### src/rtl/econet_handshake_engine_defines.svh
// ----------------------------------------------------------------------------
// econet handshake engine assertion macros
// shared property wrappers for the rtl checks
// ----------------------------------------------------------------------------
`ifndef ECONET_HANDSHAKE_ENGINE_DEFINES_SVH
`define ECONET_HANDSHAKE_ENGINE_DEFINES_SVH

// same-cycle implication, disabled in reset
`define EHE_ASSERT_NOW(label, clk, rst_n, ante, cons, msg) \
    label: assert property (@(posedge clk) disable iff (!rst_n) (ante) |-> (cons)) \
        else $error(msg);

// next-cycle implication, disabled in reset
`define EHE_ASSERT_NEXT(label, clk, rst_n, ante, cons, msg) \
    label: assert property (@(posedge clk) disable iff (!rst_n) (ante) |=> (cons)) \
        else $error(msg);

`endif

### src/rtl/ehe_pkg.sv
// ----------------------------------------------------------------------------
// ehe_pkg
// types and constants of the econet handshake engine
// ----------------------------------------------------------------------------
package ehe_pkg;

    localparam logic [15:0] FULL_HDR_LEN  = 16'd6;
    localparam logic [15:0] SHORT_HDR_LEN = 16'd4;
    localparam logic [15:0] PEEK_LEN      = SHORT_HDR_LEN + 16'd4;
    localparam logic [15:0] BCAST_ADDR    = 16'hFFFF;
    localparam logic [7:0]  STATION_BCAST = 8'hFF;
    localparam logic [31:0] PEEK_DATA     = 32'h2A00_0001;

    localparam logic [7:0]  IP_PORT_RST   = 8'd210;
    localparam logic [7:0]  IMM_PORT_RST  = 8'd0;
    localparam logic [7:0]  PEEK_CTL_RST  = 8'd136;
    localparam logic [15:0] MY_ADDR_RST   = 16'd0;

    localparam int unsigned ADDR_W = 4;

    typedef enum logic [1:0] {
        REG_MY_ADDR  = 2'd0,
        REG_IP_PORT  = 2'd1,
        REG_IMM_PORT = 2'd2,
        REG_PEEK_CTL = 2'd3
    } t_reg_idx;

    typedef enum logic [1:0] {
        REQ_FRAME = 2'd0,
        REQ_IDLE  = 2'd1,
        REQ_TX    = 2'd2
    } t_req;

    typedef enum logic [2:0] {
        ST_UNKNOWN    = 3'd0,
        ST_IDLE       = 3'd1,
        ST_SCOUT_RCVD = 3'd2,
        ST_SCOUT_SENT = 3'd3,
        ST_DATA_SENT  = 3'd4,
        ST_IMMED_SENT = 3'd5,
        ST_DONE       = 3'd6
    } t_state;

    typedef enum logic [3:0] {
        ACT_IGNORED       = 4'd0,
        ACT_DROP          = 4'd1,
        ACT_ACK           = 4'd2,
        ACT_PEEK_REPLY    = 4'd3,
        ACT_DELIVER_BCAST = 4'd4,
        ACT_DELIVER_PKT   = 4'd5,
        ACT_SCOUT         = 4'd6,
        ACT_IMMEDIATE     = 4'd7,
        ACT_BCAST         = 4'd8,
        ACT_DATA          = 4'd9,
        ACT_COMPLETE      = 4'd10,
        ACT_RETRY         = 4'd11,
        ACT_FAILED        = 4'd12,
        ACT_JAMMED        = 4'd13,
        ACT_SCOUT_DISCARD = 4'd14,
        ACT_IDLE          = 4'd15
    } t_action;

    // compare results worked out at the front
    typedef struct packed {
        logic len_lt_full;
        logic len_lt_short;
        logic len_eq_short;
        logic dst_bcast;
        logic dst_mine;
        logic port_imm;
        logic port_ip;
        logic ctl_peek;
        logic stn_bcast;
    } t_flags;

    typedef struct packed {
        logic [1:0]  req_type;
        logic [15:0] dst;
        logic [15:0] src;
        logic [7:0]  port;
        logic [7:0]  ctl;
        logic [15:0] len;
        logic [7:0]  retries;
        logic        line_free;
        t_flags      flags;
    } t_item;

endpackage

### src/rtl/ehe_if.sv
// ----------------------------------------------------------------------------
// ehe channel interfaces
// valid/ready channels for request words and action words
// ----------------------------------------------------------------------------
interface ehe_in_if;
    logic        valid;
    logic        ready;
    logic [1:0]  req_type;
    logic [15:0] frame_dst;
    logic [15:0] frame_src;
    logic [7:0]  frame_port;
    logic [7:0]  frame_control;
    logic [15:0] frame_len;
    logic [7:0]  tx_retries_left;
    logic        line_free;

    modport source (
        output valid, req_type, frame_dst, frame_src, frame_port, frame_control,
               frame_len, tx_retries_left, line_free,
        input  ready
    );
    modport sink (
        input  valid, req_type, frame_dst, frame_src, frame_port, frame_control,
               frame_len, tx_retries_left, line_free,
        output ready
    );
endinterface

interface ehe_out_if;
    logic        valid;
    logic        ready;
    logic [3:0]  action;
    logic [15:0] out_dst;
    logic [15:0] out_src;
    logic [7:0]  out_port;
    logic [7:0]  out_control;
    logic [15:0] out_len;
    logic [31:0] peek_reply;
    logic [7:0]  retries_left;
    logic [2:0]  state_now;

    modport source (
        output valid, action, out_dst, out_src, out_port, out_control, out_len,
               peek_reply, retries_left, state_now,
        input  ready
    );
    modport sink (
        input  valid, action, out_dst, out_src, out_port, out_control, out_len,
               peek_reply, retries_left, state_now,
        output ready
    );
endinterface

### src/rtl/ehe_front.sv
// ----------------------------------------------------------------------------
// ehe_front
// config registers and request word classification
// ----------------------------------------------------------------------------
module ehe_front
    import ehe_pkg::*;
(
    input  logic              i_clk,
    input  logic              i_rst_n,
    ehe_in_if.sink            i_in,
    input  logic              psel,
    input  logic              penable,
    input  logic              pwrite,
    input  logic [ADDR_W-1:0] paddr,
    input  logic [31:0]       pwdata,
    output logic [31:0]       prdata,
    output logic              pready,
    input  logic              i_q_ready,
    output logic              o_push,
    output t_item             o_item,
    output logic [15:0]       o_my_address
);

    logic [15:0] r_my_address;
    logic [7:0]  r_ip_port;
    logic [7:0]  r_imm_port;
    logic [7:0]  r_peek_ctl;
    logic        w_wr;
    t_reg_idx    w_idx;

    assign pready = 1'b1;
    assign w_wr   = psel && penable && pwrite && pready;
    assign w_idx  = t_reg_idx'(paddr[3:2]);

    always_ff @(posedge i_clk) begin
        if (!i_rst_n) begin
            r_my_address <= MY_ADDR_RST;
            r_ip_port    <= IP_PORT_RST;
            r_imm_port   <= IMM_PORT_RST;
            r_peek_ctl   <= PEEK_CTL_RST;
        end else if (w_wr) begin
            unique case (w_idx)
                REG_MY_ADDR:  r_my_address <= pwdata[15:0];
                REG_IP_PORT:  r_ip_port    <= pwdata[7:0];
                REG_IMM_PORT: r_imm_port   <= pwdata[7:0];
                REG_PEEK_CTL: r_peek_ctl   <= pwdata[7:0];
                default:      r_my_address <= r_my_address;
            endcase
        end
    end

    always_comb begin
        unique case (w_idx)
            REG_MY_ADDR:  prdata = {16'd0, r_my_address};
            REG_IP_PORT:  prdata = {24'd0, r_ip_port};
            REG_IMM_PORT: prdata = {24'd0, r_imm_port};
            REG_PEEK_CTL: prdata = {24'd0, r_peek_ctl};
            default:      prdata = 32'd0;
        endcase
    end

    assign o_my_address = r_my_address;

    // word moves straight into the queue when there is room, none in reset
    assign i_in.ready = i_q_ready && i_rst_n;
    assign o_push     = i_in.valid && i_in.ready;

    always_comb begin
        o_item.req_type           = i_in.req_type;
        o_item.dst                = i_in.frame_dst;
        o_item.src                = i_in.frame_src;
        o_item.port               = i_in.frame_port;
        o_item.ctl                = i_in.frame_control;
        o_item.len                = i_in.frame_len;
        o_item.retries            = i_in.tx_retries_left;
        o_item.line_free          = i_in.line_free;
        o_item.flags.len_lt_full  = i_in.frame_len < FULL_HDR_LEN;
        o_item.flags.len_lt_short = i_in.frame_len < SHORT_HDR_LEN;
        o_item.flags.len_eq_short = i_in.frame_len == SHORT_HDR_LEN;
        o_item.flags.dst_bcast    = i_in.frame_dst == BCAST_ADDR;
        o_item.flags.dst_mine     = i_in.frame_dst == r_my_address;
        o_item.flags.port_imm     = i_in.frame_port == r_imm_port;
        o_item.flags.port_ip      = i_in.frame_port == r_ip_port;
        o_item.flags.ctl_peek     = i_in.frame_control == r_peek_ctl;
        o_item.flags.stn_bcast    = i_in.frame_dst[7:0] == STATION_BCAST;
    end

endmodule

### src/rtl/ehe_queue.sv
// ----------------------------------------------------------------------------
// ehe_queue
// two-entry queue of classified words between front and back
// ----------------------------------------------------------------------------
`include "econet_handshake_engine_defines.svh"

module ehe_queue
    import ehe_pkg::*;
(
    input  logic  i_clk,
    input  logic  i_rst_n,
    input  logic  i_push,
    input  t_item i_item,
    output logic  o_ready,
    output logic  o_valid,
    output t_item o_item,
    input  logic  i_pop
);

    t_item      r_mem [2];
    logic       r_wptr;
    logic       r_rptr;
    logic [1:0] r_count;

    assign o_ready = r_count != 2'd2;
    assign o_valid = r_count != 2'd0;
    assign o_item  = r_mem[r_rptr];

    always_ff @(posedge i_clk) begin
        if (i_push) begin
            r_mem[r_wptr] <= i_item;
        end
    end

    always_ff @(posedge i_clk) begin
        if (!i_rst_n) begin
            r_wptr  <= 1'b0;
            r_rptr  <= 1'b0;
            r_count <= 2'd0;
        end else begin
            if (i_push) begin
                r_wptr <= !r_wptr;
            end
            if (i_pop) begin
                r_rptr <= !r_rptr;
            end
            if (i_push && !i_pop) begin
                r_count <= r_count + 2'd1;
            end else if (!i_push && i_pop) begin
                r_count <= r_count - 2'd1;
            end
        end
    end

    `EHE_ASSERT_NOW(a_q_no_overflow, i_clk, i_rst_n, r_count == 2'd2, !i_push, "push into full queue")
    `EHE_ASSERT_NOW(a_q_no_underflow, i_clk, i_rst_n, r_count == 2'd0, !i_pop, "pop from empty queue")
    `EHE_ASSERT_NOW(a_q_ptr_match, i_clk, i_rst_n, r_count == 2'd0 || r_count == 2'd2, r_wptr == r_rptr, "queue pointers disagree with count")

endmodule

### src/rtl/ehe_back.sv
// ----------------------------------------------------------------------------
// ehe_back
// handshake state machine with held header and action word register
// ----------------------------------------------------------------------------
`include "econet_handshake_engine_defines.svh"

module ehe_back
    import ehe_pkg::*;
(
    input  logic        i_clk,
    input  logic        i_rst_n,
    input  logic        i_q_valid,
    input  t_item       i_item,
    output logic        o_pop,
    input  logic [15:0] i_my_address,
    ehe_out_if.source   o_out
);

    t_state      r_state, n_state;
    logic [15:0] r_held_dst, n_held_dst;
    logic [15:0] r_held_src, n_held_src;
    logic [7:0]  r_held_port, n_held_port;
    logic [7:0]  r_held_ctl, n_held_ctl;
    logic [15:0] r_held_len, n_held_len;
    logic [7:0]  r_held_retries, n_held_retries;
    logic        r_held_tagged, n_held_tagged;

    logic        r_out_valid;
    t_action     r_act, n_act;
    logic [15:0] r_dst, n_dst;
    logic [15:0] r_src, n_src;
    logic [7:0]  r_port, n_port;
    logic [7:0]  r_ctl, n_ctl;
    logic [15:0] r_len, n_len;
    logic [31:0] r_peek, n_peek;
    logic [7:0]  r_retries, n_retries;

    logic [16:0] w_sum;
    logic [15:0] w_deliver_len;
    logic [15:0] w_data_len;

    assign o_pop = i_q_valid && (!r_out_valid || o_out.ready);

    assign w_sum         = {1'b0, r_held_len} + {1'b0, i_item.len} - {1'b0, SHORT_HDR_LEN};
    assign w_deliver_len = w_sum[16] ? 16'hFFFF : w_sum[15:0];
    assign w_data_len    = (r_held_len > FULL_HDR_LEN)
                         ? r_held_len - (FULL_HDR_LEN - SHORT_HDR_LEN) : SHORT_HDR_LEN;

    always_comb begin
        n_state        = r_state;
        n_held_dst     = r_held_dst;
        n_held_src     = r_held_src;
        n_held_port    = r_held_port;
        n_held_ctl     = r_held_ctl;
        n_held_len     = r_held_len;
        n_held_retries = r_held_retries;
        n_held_tagged  = r_held_tagged;
        n_act          = ACT_IGNORED;
        n_dst          = 16'd0;
        n_src          = 16'd0;
        n_port         = 8'd0;
        n_ctl          = 8'd0;
        n_len          = 16'd0;
        n_peek         = 32'd0;
        n_retries      = 8'd0;
        unique case (t_req'(i_item.req_type))
            REQ_FRAME: begin
                unique case (r_state)
                    ST_IDLE: begin
                        if (i_item.flags.len_lt_full) begin
                            n_act = ACT_DROP;
                        end else if (i_item.flags.dst_bcast) begin
                            n_act  = ACT_DELIVER_BCAST;
                            n_dst  = i_item.dst;
                            n_src  = i_item.src;
                            n_port = i_item.port;
                            n_ctl  = i_item.ctl;
                            n_len  = i_item.len;
                        end else if (i_item.flags.dst_mine && i_item.flags.port_imm) begin
                            if (i_item.flags.ctl_peek) begin
                                n_act  = ACT_PEEK_REPLY;
                                n_dst  = i_item.src;
                                n_src  = i_my_address;
                                n_len  = PEEK_LEN;
                                n_peek = PEEK_DATA;
                            end else begin
                                n_act = ACT_DROP;
                            end
                        end else if (i_item.flags.dst_mine && i_item.flags.port_ip) begin
                            n_act       = ACT_ACK;
                            n_dst       = i_item.src;
                            n_src       = i_my_address;
                            n_len       = SHORT_HDR_LEN;
                            n_held_dst  = i_item.dst;
                            n_held_src  = i_item.src;
                            n_held_port = i_item.port;
                            n_held_ctl  = i_item.ctl;
                            n_held_len  = i_item.len;
                            n_state     = ST_SCOUT_RCVD;
                        end else begin
                            n_act = ACT_DROP;
                        end
                    end
                    ST_SCOUT_RCVD: begin
                        if (i_item.flags.len_lt_short || i_item.src != r_held_src
                            || i_item.dst != r_held_dst) begin
                            n_act = ACT_DROP;
                        end else begin
                            n_act   = ACT_DELIVER_PKT;
                            n_dst   = r_held_dst;
                            n_src   = r_held_src;
                            n_port  = r_held_port;
                            n_ctl   = r_held_ctl;
                            n_len   = w_deliver_len;
                            n_state = ST_DONE;
                        end
                    end
                    ST_SCOUT_SENT, ST_DATA_SENT: begin
                        if (!i_item.flags.len_eq_short || i_item.src != r_held_dst
                            || i_item.dst != r_held_src) begin
                            n_act = ACT_DROP;
                        end else if (r_state == ST_SCOUT_SENT) begin
                            n_act   = ACT_DATA;
                            n_dst   = r_held_dst;
                            n_src   = r_held_src;
                            n_len   = w_data_len;
                            n_state = ST_DATA_SENT;
                        end else begin
                            n_act   = ACT_COMPLETE;
                            n_dst   = r_held_dst;
                            n_src   = r_held_src;
                            n_port  = r_held_port;
                            n_ctl   = r_held_ctl;
                            n_len   = r_held_len;
                            n_state = ST_DONE;
                        end
                    end
                    default: begin
                        n_act = ACT_DROP;
                    end
                endcase
            end
            REQ_IDLE: begin
                unique case (r_state)
                    ST_SCOUT_SENT, ST_DATA_SENT: begin
                        if (!r_held_tagged) begin
                            n_act = ACT_DROP;
                        end else begin
                            n_act  = (r_held_retries > 8'd1) ? ACT_RETRY : ACT_FAILED;
                            n_dst  = r_held_dst;
                            n_src  = r_held_src;
                            n_port = r_held_port;
                            n_ctl  = r_held_ctl;
                            n_len  = r_held_len;
                            n_retries = (r_held_retries > 8'd1)
                                      ? r_held_retries - 8'd1 : 8'd0;
                        end
                    end
                    ST_IMMED_SENT: n_act = ACT_DROP;
                    ST_SCOUT_RCVD: n_act = ACT_SCOUT_DISCARD;
                    default:       n_act = ACT_IDLE;
                endcase
                n_state = ST_IDLE;
            end
            REQ_TX: begin
                if (r_state != ST_IDLE) begin
                    n_act = ACT_IGNORED;
                end else if (!i_item.line_free) begin
                    n_act = ACT_JAMMED;
                end else begin
                    n_dst  = i_item.dst;
                    n_src  = i_item.src;
                    n_port = i_item.port;
                    n_ctl  = i_item.ctl;
                    n_len  = i_item.len;
                    if (i_item.flags.port_imm) begin
                        n_act   = ACT_IMMEDIATE;
                        n_state = ST_IMMED_SENT;
                    end else if (i_item.flags.stn_bcast) begin
                        n_act   = ACT_BCAST;
                        n_state = ST_DONE;
                    end else begin
                        n_act          = ACT_SCOUT;
                        n_len          = FULL_HDR_LEN;
                        n_held_dst     = i_item.dst;
                        n_held_src     = i_item.src;
                        n_held_port    = i_item.port;
                        n_held_ctl     = i_item.ctl;
                        n_held_len     = i_item.len;
                        n_held_retries = i_item.retries;
                        n_held_tagged  = 1'b1;
                        n_state        = ST_SCOUT_SENT;
                    end
                end
            end
            default: begin
                n_act = ACT_IGNORED;
            end
        endcase
    end

    always_ff @(posedge i_clk) begin
        if (!i_rst_n) begin
            r_state        <= ST_UNKNOWN;
            r_held_dst     <= 16'd0;
            r_held_src     <= 16'd0;
            r_held_port    <= 8'd0;
            r_held_ctl     <= 8'd0;
            r_held_len     <= 16'd0;
            r_held_retries <= 8'd0;
            r_held_tagged  <= 1'b0;
            r_out_valid    <= 1'b0;
        end else begin
            if (o_pop) begin
                r_state        <= n_state;
                r_held_dst     <= n_held_dst;
                r_held_src     <= n_held_src;
                r_held_port    <= n_held_port;
                r_held_ctl     <= n_held_ctl;
                r_held_len     <= n_held_len;
                r_held_retries <= n_held_retries;
                r_held_tagged  <= n_held_tagged;
                r_out_valid    <= 1'b1;
            end else if (o_out.ready) begin
                r_out_valid    <= 1'b0;
            end
        end
    end

    always_ff @(posedge i_clk) begin
        if (o_pop) begin
            r_act     <= n_act;
            r_dst     <= n_dst;
            r_src     <= n_src;
            r_port    <= n_port;
            r_ctl     <= n_ctl;
            r_len     <= n_len;
            r_peek    <= n_peek;
            r_retries <= n_retries;
        end
    end

    assign o_out.valid        = r_out_valid;
    assign o_out.action       = r_act;
    assign o_out.out_dst      = r_dst;
    assign o_out.out_src      = r_src;
    assign o_out.out_port     = r_port;
    assign o_out.out_control  = r_ctl;
    assign o_out.out_len      = r_len;
    assign o_out.peek_reply   = r_peek;
    assign o_out.retries_left = r_retries;
    assign o_out.state_now    = r_state;

    `EHE_ASSERT_NEXT(a_idle_ends_idle, i_clk, i_rst_n, o_pop && i_item.req_type == REQ_IDLE, r_state == ST_IDLE, "line idle did not end in idle")
    `EHE_ASSERT_NEXT(a_busy_tx_ignored, i_clk, i_rst_n, o_pop && i_item.req_type == REQ_TX && r_state != ST_IDLE, r_state == $past(r_state) && r_act == ACT_IGNORED, "request taken while busy")
    `EHE_ASSERT_NOW(a_sent_is_tagged, i_clk, i_rst_n, r_state == ST_SCOUT_SENT || r_state == ST_DATA_SENT, r_held_tagged, "sending without a held request")

endmodule

### src/rtl/econet_handshake_engine.sv
// ----------------------------------------------------------------------------
// econet_handshake_engine
// station side of the econet four-way handshake, one action word per request
// ----------------------------------------------------------------------------
//
//  channel   | dir | handshake            | word
//  ----------+-----+----------------------+-----------------------------------
//  i_in      | in  | valid/ready          | frame header, line idle or tx req
//  o_out     | out | valid/ready          | action, header, peek data, state
//  apb       | in  | psel/penable/pwrite  | four config registers at 4*i
//
//  one word per clock sustained while o_out is not stalled; a request word
//  that is taken fills the queue, and the action register is then loaded from
//  the queue head, so an action word reaches o_out through both registers
//  the state machine in the back end decides combinationally and updates with the action register
//  synchronous active-low reset returns to unknown state and default config;
//  i_in.ready stays low while reset is held
//  a stalled output holds the action register; the two-entry queue keeps the
//  input open until it fills, then i_in.ready drops
//
module econet_handshake_engine
    import ehe_pkg::*;
(
    input  logic              i_clk,
    input  logic              i_rst_n,
    ehe_in_if.sink            i_in,
    ehe_out_if.source         o_out,
    input  logic              psel,
    input  logic              penable,
    input  logic              pwrite,
    input  logic [ADDR_W-1:0] paddr,
    input  logic [31:0]       pwdata,
    output logic [31:0]       prdata,
    output logic              pready
);

    // front to queue
    logic        w_push;
    logic        w_q_ready;
    t_item       w_front_item;
    logic [15:0] w_my_address;

    // queue to back
    logic        w_q_valid;
    logic        w_pop;
    t_item       w_back_item;

    // front: config registers plus the address/port/control/length flag compares
    ehe_front u_front (
        .i_clk        (i_clk),
        .i_rst_n      (i_rst_n),
        .i_in         (i_in),
        .psel         (psel),
        .penable      (penable),
        .pwrite       (pwrite),
        .paddr        (paddr),
        .pwdata       (pwdata),
        .prdata       (prdata),
        .pready       (pready),
        .i_q_ready    (w_q_ready),
        .o_push       (w_push),
        .o_item       (w_front_item),
        .o_my_address (w_my_address)
    );

    // short queue so front and back stall independently
    ehe_queue u_queue (
        .i_clk   (i_clk),
        .i_rst_n (i_rst_n),
        .i_push  (w_push),
        .i_item  (w_front_item),
        .o_ready (w_q_ready),
        .o_valid (w_q_valid),
        .o_item  (w_back_item),
        .i_pop   (w_pop)
    );

    // back: protocol state, held header, action register
    ehe_back u_back (
        .i_clk        (i_clk),
        .i_rst_n      (i_rst_n),
        .i_q_valid    (w_q_valid),
        .i_item       (w_back_item),
        .o_pop        (w_pop),
        .i_my_address (w_my_address),
        .o_out        (o_out)
    );

endmodule

### src/flat_wrapper.sv
// flat-port wrapper written by rule: the top's interface ports become plain ports
module econet_handshake_engine_flat import ehe_pkg::*;
  (i_clk, i_rst_n, psel, penable, pwrite, paddr, pwdata, prdata, pready, i_in_valid, i_in_req_type, i_in_frame_dst, i_in_frame_src, i_in_frame_port, i_in_frame_control, i_in_frame_len, i_in_tx_retries_left, i_in_line_free, i_in_ready, o_out_valid, o_out_action, o_out_out_dst, o_out_out_src, o_out_out_port, o_out_out_control, o_out_out_len, o_out_peek_reply, o_out_retries_left, o_out_state_now, o_out_ready);
  ehe_in_if i_in_i ();
  ehe_out_if o_out_i ();
  input  logic i_clk;
  input  logic i_rst_n;
  input  logic psel;
  input  logic penable;
  input  logic pwrite;
  input  logic [ADDR_W-1:0] paddr;
  input  logic [31:0] pwdata;
  output logic [31:0] prdata;
  output logic pready;
  input wire logic [$bits(i_in_i.valid)-1:0] i_in_valid;
  input wire logic [$bits(i_in_i.req_type)-1:0] i_in_req_type;
  input wire logic [$bits(i_in_i.frame_dst)-1:0] i_in_frame_dst;
  input wire logic [$bits(i_in_i.frame_src)-1:0] i_in_frame_src;
  input wire logic [$bits(i_in_i.frame_port)-1:0] i_in_frame_port;
  input wire logic [$bits(i_in_i.frame_control)-1:0] i_in_frame_control;
  input wire logic [$bits(i_in_i.frame_len)-1:0] i_in_frame_len;
  input wire logic [$bits(i_in_i.tx_retries_left)-1:0] i_in_tx_retries_left;
  input wire logic [$bits(i_in_i.line_free)-1:0] i_in_line_free;
  output wire logic [$bits(i_in_i.ready)-1:0] i_in_ready;
  output wire logic [$bits(o_out_i.valid)-1:0] o_out_valid;
  output wire logic [$bits(o_out_i.action)-1:0] o_out_action;
  output wire logic [$bits(o_out_i.out_dst)-1:0] o_out_out_dst;
  output wire logic [$bits(o_out_i.out_src)-1:0] o_out_out_src;
  output wire logic [$bits(o_out_i.out_port)-1:0] o_out_out_port;
  output wire logic [$bits(o_out_i.out_control)-1:0] o_out_out_control;
  output wire logic [$bits(o_out_i.out_len)-1:0] o_out_out_len;
  output wire logic [$bits(o_out_i.peek_reply)-1:0] o_out_peek_reply;
  output wire logic [$bits(o_out_i.retries_left)-1:0] o_out_retries_left;
  output wire logic [$bits(o_out_i.state_now)-1:0] o_out_state_now;
  input wire logic [$bits(o_out_i.ready)-1:0] o_out_ready;
  assign i_in_i.valid = i_in_valid;
  assign i_in_i.req_type = i_in_req_type;
  assign i_in_i.frame_dst = i_in_frame_dst;
  assign i_in_i.frame_src = i_in_frame_src;
  assign i_in_i.frame_port = i_in_frame_port;
  assign i_in_i.frame_control = i_in_frame_control;
  assign i_in_i.frame_len = i_in_frame_len;
  assign i_in_i.tx_retries_left = i_in_tx_retries_left;
  assign i_in_i.line_free = i_in_line_free;
  assign i_in_ready = i_in_i.ready;
  assign o_out_valid = o_out_i.valid;
  assign o_out_action = o_out_i.action;
  assign o_out_out_dst = o_out_i.out_dst;
  assign o_out_out_src = o_out_i.out_src;
  assign o_out_out_port = o_out_i.out_port;
  assign o_out_out_control = o_out_i.out_control;
  assign o_out_out_len = o_out_i.out_len;
  assign o_out_peek_reply = o_out_i.peek_reply;
  assign o_out_retries_left = o_out_i.retries_left;
  assign o_out_state_now = o_out_i.state_now;
  assign o_out_i.ready = o_out_ready;
  econet_handshake_engine u_core (.i_clk(i_clk), .i_rst_n(i_rst_n), .i_in(i_in_i), .o_out(o_out_i), .psel(psel), .penable(penable), .pwrite(pwrite), .paddr(paddr), .pwdata(pwdata), .prdata(prdata), .pready(pready));
endmodule
### config.mk
export PLATFORM = sky130hd
export DESIGN_NAME = econet_handshake_engine_flat
export DESIGN_NICKNAME = d
export VERILOG_FILES = /design/src/rtl/ehe_pkg.sv /design/src/rtl/ehe_if.sv /design/src/rtl/ehe_front.sv /design/src/rtl/ehe_queue.sv /design/src/rtl/ehe_back.sv /design/src/rtl/econet_handshake_engine.sv /design/src/flat_wrapper.sv
export VERILOG_INCLUDE_DIRS = /design/src /design/src/rtl
export SDC_FILE = /design/constraint.sdc
export NUM_CORES = 1
export LEC_CHECK = 0
export ABC_AREA = 1
export BUFFER_PORTS_ARGS = -buffer_cell sky130_fd_sc_hd__buf_2
export CAP_MARGIN = 30
export CELL_PAD_IN_SITES_DETAIL_PLACEMENT = 0
export CELL_PAD_IN_SITES_GLOBAL_PLACEMENT = 2
export CORE_ASPECT_RATIO = 2
export CORE_MARGIN = 5
export CORE_UTILIZATION = 38
export DETAILED_ROUTE_END_ITERATION = 10
export PLACE_DENSITY_LB_ADDON = 0.2
export SETUP_SLACK_MARGIN = 0.15
export SYNTH_ARGS = -nofsm -noshare
export SYNTH_HDL_FRONTEND = slang
export SYNTH_HIERARCHICAL = 1
export SYNTH_SLANG_ARGS = --single-unit
### constraint.sdc
create_clock -name i_clk -period 9 [get_ports i_clk]
set_input_delay 0 -clock i_clk [delete_from_list [all_inputs] [get_ports i_clk]]
set_output_delay 0 -clock i_clk [all_outputs]
set_load 0.02 [all_outputs]
After elaboration in Yosys (flattened, before gate mapping)
Memory sizes are Yosys's and may differ from the RTL's. A register that Yosys moved wholly into a read port is not among the register bits.
Index checks and enable logic that the tools add are counted.
{ "op_classes": {"mux": 156, "n_addsub": 6, "n_reduce_logical": 37, "eq_ne": 39, "mul": 0, "magnitude_cmp": 4, "shift": 0, "div": 0, "bitwise_logic": 6} }
{ "op_table": {"columns": ["operator", "count"], "rows": [
  ["$mux W16", 63],
  ["$mux W8", 36],
  ["$pmux W16 S3", 6],
  ["$pmux W32 S4", 1],
  ["$pmux W16 S2", 3],
  ["$pmux W8 S3", 4],
  ["$ne A16 B16 Y1", 4],
  ["$mux W4", 10],
  ["$mux W3", 13],
  ["$pmux W4 S3", 3],
  ["$lt A16 B3 Y1 const B", 2],
  ["$pmux W8 S2", 2],
  ["$mux W30", 1],
  ["$eq A8 B8 Y1", 3],
  ["$reduce_and A11 Y1", 2],
  ["$ne A2 B2 Y1 const B", 9],
  ["$ne A3 B3 Y1 const B", 6],
  ["$pmux W3 S3", 2],
  ["$add A16 B16 Y17", 1],
  ["$sub A17 B3 Y17 const B", 1],
  ["$eq A16 B16 Y1", 1],
  ["$eq A16 B16 Y1 const B", 1],
  ["$eq A16 B3 Y1 const B", 1],
  ["$gt A16 B3 Y1 const B", 1],
  ["other kinds (28)", 72]
]} }
{ "totals": {"rom_bits": 0, "in_bits": 118, "mem_count": 1, "regBits": 229, "word_cells": 273, "out_inout_bits": 146, "ramBits": 168, "latchBits": 0} }
{ "memory_table": {"columns": ["memory", "depth", "width", "read_ports", "rd_clocked_by_memory_dff", "write_ports", "line_no", "source"], "rows": [
  ["u_core.u_queue.r_mem", 2, 84, 1, 1, 1, "ehe_queue.sv:20", "t_item r_mem [2];"]
]} }

Longest topological paths before layout
{ "depth": {"word_depth": 7, "ltp_mapped": 21, "mapped_depth_nobuf": 18} }

Cells and area by module
Netlist, hierarchy kept.
{ "by_module_without_submodules": {"columns": ["module", "instances", "area_per_inst_um2", "cells_each", "seq_area_each_um2"], "rows": [
  ["ehe_back", 1, 10988.0, 1621, 3853.7],
  ["ehe_queue", 1, 6532.5, 296, 5144.9],
  ["ehe_front", 1, 3045.4, 432, 800.8]
]} }

Least setup slack after synthesis
OpenSTA, ideal clock, no wires.
{ "synth_timing": {"kind": "flip-flop to flip-flop", "startpoint": "register u_core.u_queue.r_count[0]", "endpoint": "memory u_core/u_queue/r_mem[0][0] (netlist bit) (enable)", "path_slack_ns": 4.231, "stages_incl_launch_ff": 7, "t_arrival_ns": 4.242, "required_time_ns": 8.473, "synth_period_minus_slack_ns": 4.769, "setup_time_ns": 0.527, "path_buffers": 0, "path_cell_list": "dfxtp_1 inv_1 nand2_1 nand2_1 nor2_1 inv_1 nor2_1"} }
{ "synth_between": {"elab_chain_len": 5} }
{ "synth_lines": {"columns": ["element", "line_no", "source"], "rows": [
  ["from (decl)", "ehe_queue.sv:23", "logic [1:0] r_count;"],
  ["from (signal assigned)", "ehe_queue.sv:48", "r_count <= r_count + 2'd1;"],
  ["from (signal assigned)", "ehe_queue.sv:50", "r_count <= r_count - 2'd1;"],
  ["$ne A2 B2 Y1", "ehe_queue.sv:25", "assign o_ready = r_count != 2'd2;"],
  ["via u_core.w_q_ready", "econet_handshake_engine.sv:39", "logic w_q_ready;"],
  ["$logic_and A1 B1 Y1", "ehe_front.sv:65", "assign i_in.ready = i_q_ready && i_rst_n;"],
  ["$logic_and A1 B1 Y1", "ehe_front.sv:66", "assign o_push = i_in.valid && i_in.ready;"],
  ["via u_core.w_push", "econet_handshake_engine.sv:38", "logic w_push;"],
  ["$mux W1", "ehe_queue.sv:30", "if (i_push) begin"],
  ["$mux W1 (implied by the code)", "ehe_queue.sv:31", "r_mem[r_wptr] <= i_item;"],
  ["to (decl)", "ehe_queue.sv:20", null]
]} }
The timed path passes the listed nets, and every way through them passes these cells.

==> key figures <==
Yosys
  – FF+latch count, synth: approximately 370
  – Cell taking the most area after synthesis: sky130_fd_sc_hd__edfxtp_1
  – Gate count after technology mapping: 2,349
  – Biggest area contributors in the synthesized netlist: sky130_fd_sc_hd__edfxtp_1 36%, sky130_fd_sc_hd__dfxtp_1 12%, sky130_fd_sc_hd__nand2_1 8.6%
  – Top-area cell type share of the netlist area: 35.77%
  – Count of different cell masters after synthesis: 51
  – Synthesized area per cell: around 8.8 um^2
  – Share of synthesized area occupied by flip-flops and latches: a little under half
  – Async set or reset register ratio after synthesis: 0%
  – Number of enable flip-flop cells after synthesis: 245
  – Synthesis Warnings: 6
  – Netlist area before placement: 20,570 um^2
  – Prevailing post-synth register cell: sky130_fd_sc_hd__edfxtp_1

Placement
  – Hpwl dp: 51,700 um
  – Instance area after placement: ~21,000 um^2
  – Routability congestion estimate: 0.9195
  – Number of buffers inserted by port buffering: 200
  – Placed cell count: 3,075

Global routing
  – Number of global-route vias before repair: between 15,000 and 20,000
  – Overall Global Routing Usage: 22.92%
  – GR Overflow Total: 0
  – Largest net degree at the start of global routing: 79
  – Global-route wire length before repair: 103,800 um
  – Number of antenna violations at the first check in global routing: 0

Timing
  – Post-layout min period: around 5.0 ns
  – Fmax achieved: roughly 200 MHz
  – Post-Route Skew: 0.01964 ns
  – Max-slew violations: 0
  – Transition at the pin with the smallest max-transition slack: slightly above 1 ns
  – TNS Setup: 0 ns
  – Setup violations, final: 0
  – Max-slew headroom: a little under a third
  – Final number of hold-violating endpoints: 0
  – Final worst path period share: between 50% and 60%
  – Unrepaired setup endpoints after global routing: no

Detailed routing
  – Iteration count of the initial detailed-routing pass: 5
  – DRC errors left: 0
  – DRT iter0 DRCs: 1,122
  – Total wire length after detailed routing: 69,700 um
  – WL/cell: 21.47 um
  – Count of nets left with antenna violations after detail routing: 0
  – Via/cell ratio: 5.171
  – Total vias in the final route: 16,790

Final layout
  – Area taken by flip-flops and latches: 9803 um^2
  – Antenna diode instance count: 0
  – Share of layout cells above drive strength 1: between 10% and 20%
  – Area growth from synthesis to layout: 14.77%
  – Number of standard cells in the final layout excluding fillers: 3,246
  – Filler cell count in the final layout: between 5,000 and 6,000
  – Total area of multi-input combinational cells: 8564 um^2
  – Fin area: 23,600 um^2
  – Layout net count: 2,708

Die
  – Initial cell density of the core: between 30% and 40%
  – Core region area: about 54,000 um^2
  – Height of the chip: 339 um
  – Die ar.: ~59,000 um^2
  – I/O pin count: 264
  – Overall die width: 174.5 um
  – Number of rows created at floorplan: 120

Power and ir drop
  – Reported leakage power: 9.650 nW
  – Maximum vdd ir drop: 0.0001531 V
  – Power density over cell area: around 270 nW/um^2

Clock tree
  – CTS Buf Count: 37
  – CTS H-Tree Depth: 2
  – Total setup buffers inserted after CTS: 0
  – Source-to-sink clock delay at the later pin of the worst-skew pair: 0.54 ns
  – TritonCTS clock tree: yes
  – Max Root-Sink Buffers: 3
  – Clock tree root buffer cell: sky130_fd_sc_hd__clkbuf_16
  – CTS clk-pin slew, worst paths: approximately 0.060 ns
  – Number of clock sinks seen by CTS: 367

Hold path
  – Hold_sp: i_in_frame_src[0]
  – Type of the most critical hold path: input port to flip-flop
  – Hold Path Depth: 2
  – Min-Delay Endpoint: u_core/u_queue/r_mem[0][50]

Setup path
  – Worst Setup End Kind: flip-flop
  – Worst r2r dst: u_core/u_back/o_out.out_dst[14]
  – Maximum net fanout on the critical path: 44
  – Worst r2r path cells: 12
  – Critical path required time: 9.21 ns
  – Worst setup path class: flip-flop to flip-flop
  – Worst EP arrival: ~5.2 ns
  – Reg2reg setup slack: around 4.0 ns
  – Element type at the critical path start: flip-flop

Run
  – Max-cap viol count: 0

Run status
  – Result of the run: completed
==> synthesized netlist by cell type (5+ instances only) <==
cell type and n:
sky130_fd_sc_hd__o21ai_0 128, sky130_fd_sc_hd__nand3_1 101, sky130_fd_sc_hd__dfxtp_1 122, sky130_fd_sc_hd__o211ai_1 7, sky130_fd_sc_hd__nand4_1 36, sky130_fd_sc_hd__nand3b_1 10, sky130_fd_sc_hd__nand2_1 473, sky130_fd_sc_hd__a21oi_1 206
sky130_fd_sc_hd__buf_1 5, sky130_fd_sc_hd__ha_1 39, sky130_fd_sc_hd__xnor2_1 49, sky130_fd_sc_hd__inv_1 247, sky130_fd_sc_hd__o32ai_1 13, sky130_fd_sc_hd__o22ai_1 30, sky130_fd_sc_hd__mux2_4 60, sky130_fd_sc_hd__buf_6 14
sky130_fd_sc_hd__nor2_4 8, sky130_fd_sc_hd__edfxtp_1 245, sky130_fd_sc_hd__buf_2 21, sky130_fd_sc_hd__clkinv_1 5, sky130_fd_sc_hd__mux2_2 24, sky130_fd_sc_hd__xor2_1 18, sky130_fd_sc_hd__nor2_1 222, sky130_fd_sc_hd__buf_4 124
sky130_fd_sc_hd__nor3_1 15, sky130_fd_sc_hd__clkbuf_1 42, sky130_fd_sc_hd__a221oi_1 15, sky130_fd_sc_hd__o21ai_1 7, sky130_fd_sc_hd__inv_2 16
==> where the power goes <==
group,internal [mW],switching [mW]
registers,2.14,0.198
clock network,0.813,0.670
logic,0.826,1.77
total,3.77,2.63
==> cell families after synthesis <==
| family | share of synthesized area [%] |
|---|---|
| mux | 5.694 |
| buf+inv | 11.58 |
| compound gates | 11.41 |
| xor+xnor | 2.853 |
| flops | 47.65 |
| other cells | 0.05475 |
| simple gates | 18.29 |
| fa+ha+maj | 2.470 |
==> how the worst max path moves through the flow <==
stage / startpoint / to / slack [ns] / cells past startpoint
after floorplan: u_core/u_queue/r_count[0] / u_core/u_queue/r_mem[0][0] / 4.23 / 6
after global placement: flip-flop / u_core/u_back/o_out.out_dst[14] / 3.54 / 11
after detailed placement: flip-flop / u_core/u_back/o_out.out_dst[14] / 3.97 / 11
after CTS: flip-flop / u_core/u_back/o_out.out_dst[14] / 3.94 / 11
after global routing: flip-flop / u_core/u_back/o_out.out_len[8] / 3.73 / 19
final: flip-flop / u_core/u_back/o_out.out_dst[14] / 4.05 / 12
==> sequential cells by signal, summed over array words and instances, names as in the netlist, 2 cells and up, named ones only <==
signal / count
u_core/u_back/r_held_ctl: 8
u_core/u_back/r_held_len: 16
u_core/u_front/r_ip_port: 8
u_core/u_queue/r_count: 2
u_core/u_back/r_held_src: 16
u_core/u_back/o_out.out_port: 8
u_core/u_back/o_out.action: 4
u_core/u_front/o_my_address: 16
u_core/u_back/r_held_port: 8
u_core/u_back/o_out.out_dst: 16
u_core/u_back/o_out.out_src: 16
u_core/u_back/r_held_dst: 16
u_core/u_front/r_imm_port: 8
u_core/u_back/o_out.out_control: 8
u_core/u_back/r_held_retries: 8
u_core/u_back/o_out.state_now: 3
u_core/u_front/r_peek_ctl: 8
u_core/u_queue/r_mem: 168
u_core/u_back/o_out.retries_left: 8
u_core/u_back/o_out.out_len: 16
==> critical path: stages (launching register included) <==
cell and delay, ns:
sky130_fd_sc_hd__dfxtp_4 0.87, sky130_fd_sc_hd__mux2_2 0.35, sky130_fd_sc_hd__inv_1 0.07, sky130_fd_sc_hd__ha_1 0.27
sky130_fd_sc_hd__nand2_1 0.69, sky130_fd_sc_hd__buf_4 0.43, sky130_fd_sc_hd__clkinv_1 0.59, sky130_fd_sc_hd__buf_4 0.46
sky130_fd_sc_hd__nand3_2 0.12, sky130_fd_sc_hd__nand3_2 0.25, sky130_fd_sc_hd__buf_12 0.27, sky130_fd_sc_hd__nand2_1 0.07
sky130_fd_sc_hd__a21oi_1 0.11
==> metal layers <==
| metal | routed length (um) | up-vias | track usage [%] |
|---|---|---|---|
| met5 | 0 | - | 0 |
| met1 | 24830 | 8013 | 23.86 |
| li1 | - | 8104 | - |
| met3 | 2679 | 126 | 2.321 |
| met4 | 2946 | 0 | 8.979 |
| met2 | 39240 | 543 | 45.98 |
==> timing repair <==
action | CTS | global route
gates resized for setup | 0 | 0
endpoints found under the hold margin | 206 | 0
hold buffers | 107 | 0
==> stage by stage <==
| stage | hold slack (ns) | power, mW | util, % | setup slack (ns) |
|---|---|---|---|---|
| finish | 0.1943 | 6.410 | 44.04 | 4.047 |
| floorplan | 0.1208 | 4.116 | - | 4.231 |
| detailed placement | 0.1934 | 4.933 | 39.96 | 3.975 |
| CTS | 0.1581 | 6.485 | 44.04 | 3.944 |
| global route | 0.1790 | 6.782 | 44.04 | 3.726 |
| global placement | 0.1895 | 4.912 | 39.80 | 3.535 |
==> area by class of cell <==
class,instances,area share [%]
tap,671,3.557
inverter,269,4.299
timing repair buffer,326,9.605
multi-input combinational,1549,36.28
sequential,367,41.53
clock inverter,17,0.5142
clock buffer,47,4.209
==> layout by cell type (no fill, tap or decap), types with 15 or more instances in the layout <==
cell type | Yosys | final
sky130_fd_sc_hd__xnor2_1 | 49 | 49
sky130_fd_sc_hd__mux2_2 | 24 | 24
sky130_fd_sc_hd__nor3_1 | 15 | 15
sky130_fd_sc_hd__clkbuf_16 | 0 | 37
sky130_fd_sc_hd__a21oi_1 | 206 | 206
sky130_fd_sc_hd__nor2_1 | 222 | 220
sky130_fd_sc_hd__ha_1 | 39 | 38
sky130_fd_sc_hd__a221oi_1 | 15 | 15
sky130_fd_sc_hd__nand2_1 | 473 | 471
sky130_fd_sc_hd__o21ai_0 | 128 | 128
sky130_fd_sc_hd__mux2_4 | 60 | 60
sky130_fd_sc_hd__nand4_1 | 36 | 36
sky130_fd_sc_hd__inv_1 | 247 | 245
sky130_fd_sc_hd__edfxtp_1 | 245 | 245
sky130_fd_sc_hd__nand3_1 | 101 | 101
sky130_fd_sc_hd__buf_4 | 124 | 16
sky130_fd_sc_hd__inv_2 | 16 | 16
sky130_fd_sc_hd__buf_2 | 21 | 200
sky130_fd_sc_hd__xor2_1 | 18 | 18
sky130_fd_sc_hd__o22ai_1 | 30 | 30
sky130_fd_sc_hd__dfxtp_1 | 122 | 121
sky130_fd_sc_hd__dlygate4sd3_1 | 0 | 107
sky130_fd_sc_hd__conb_1 | 3 | 45
Note: power is estimated with default switching activity, not from simulation.
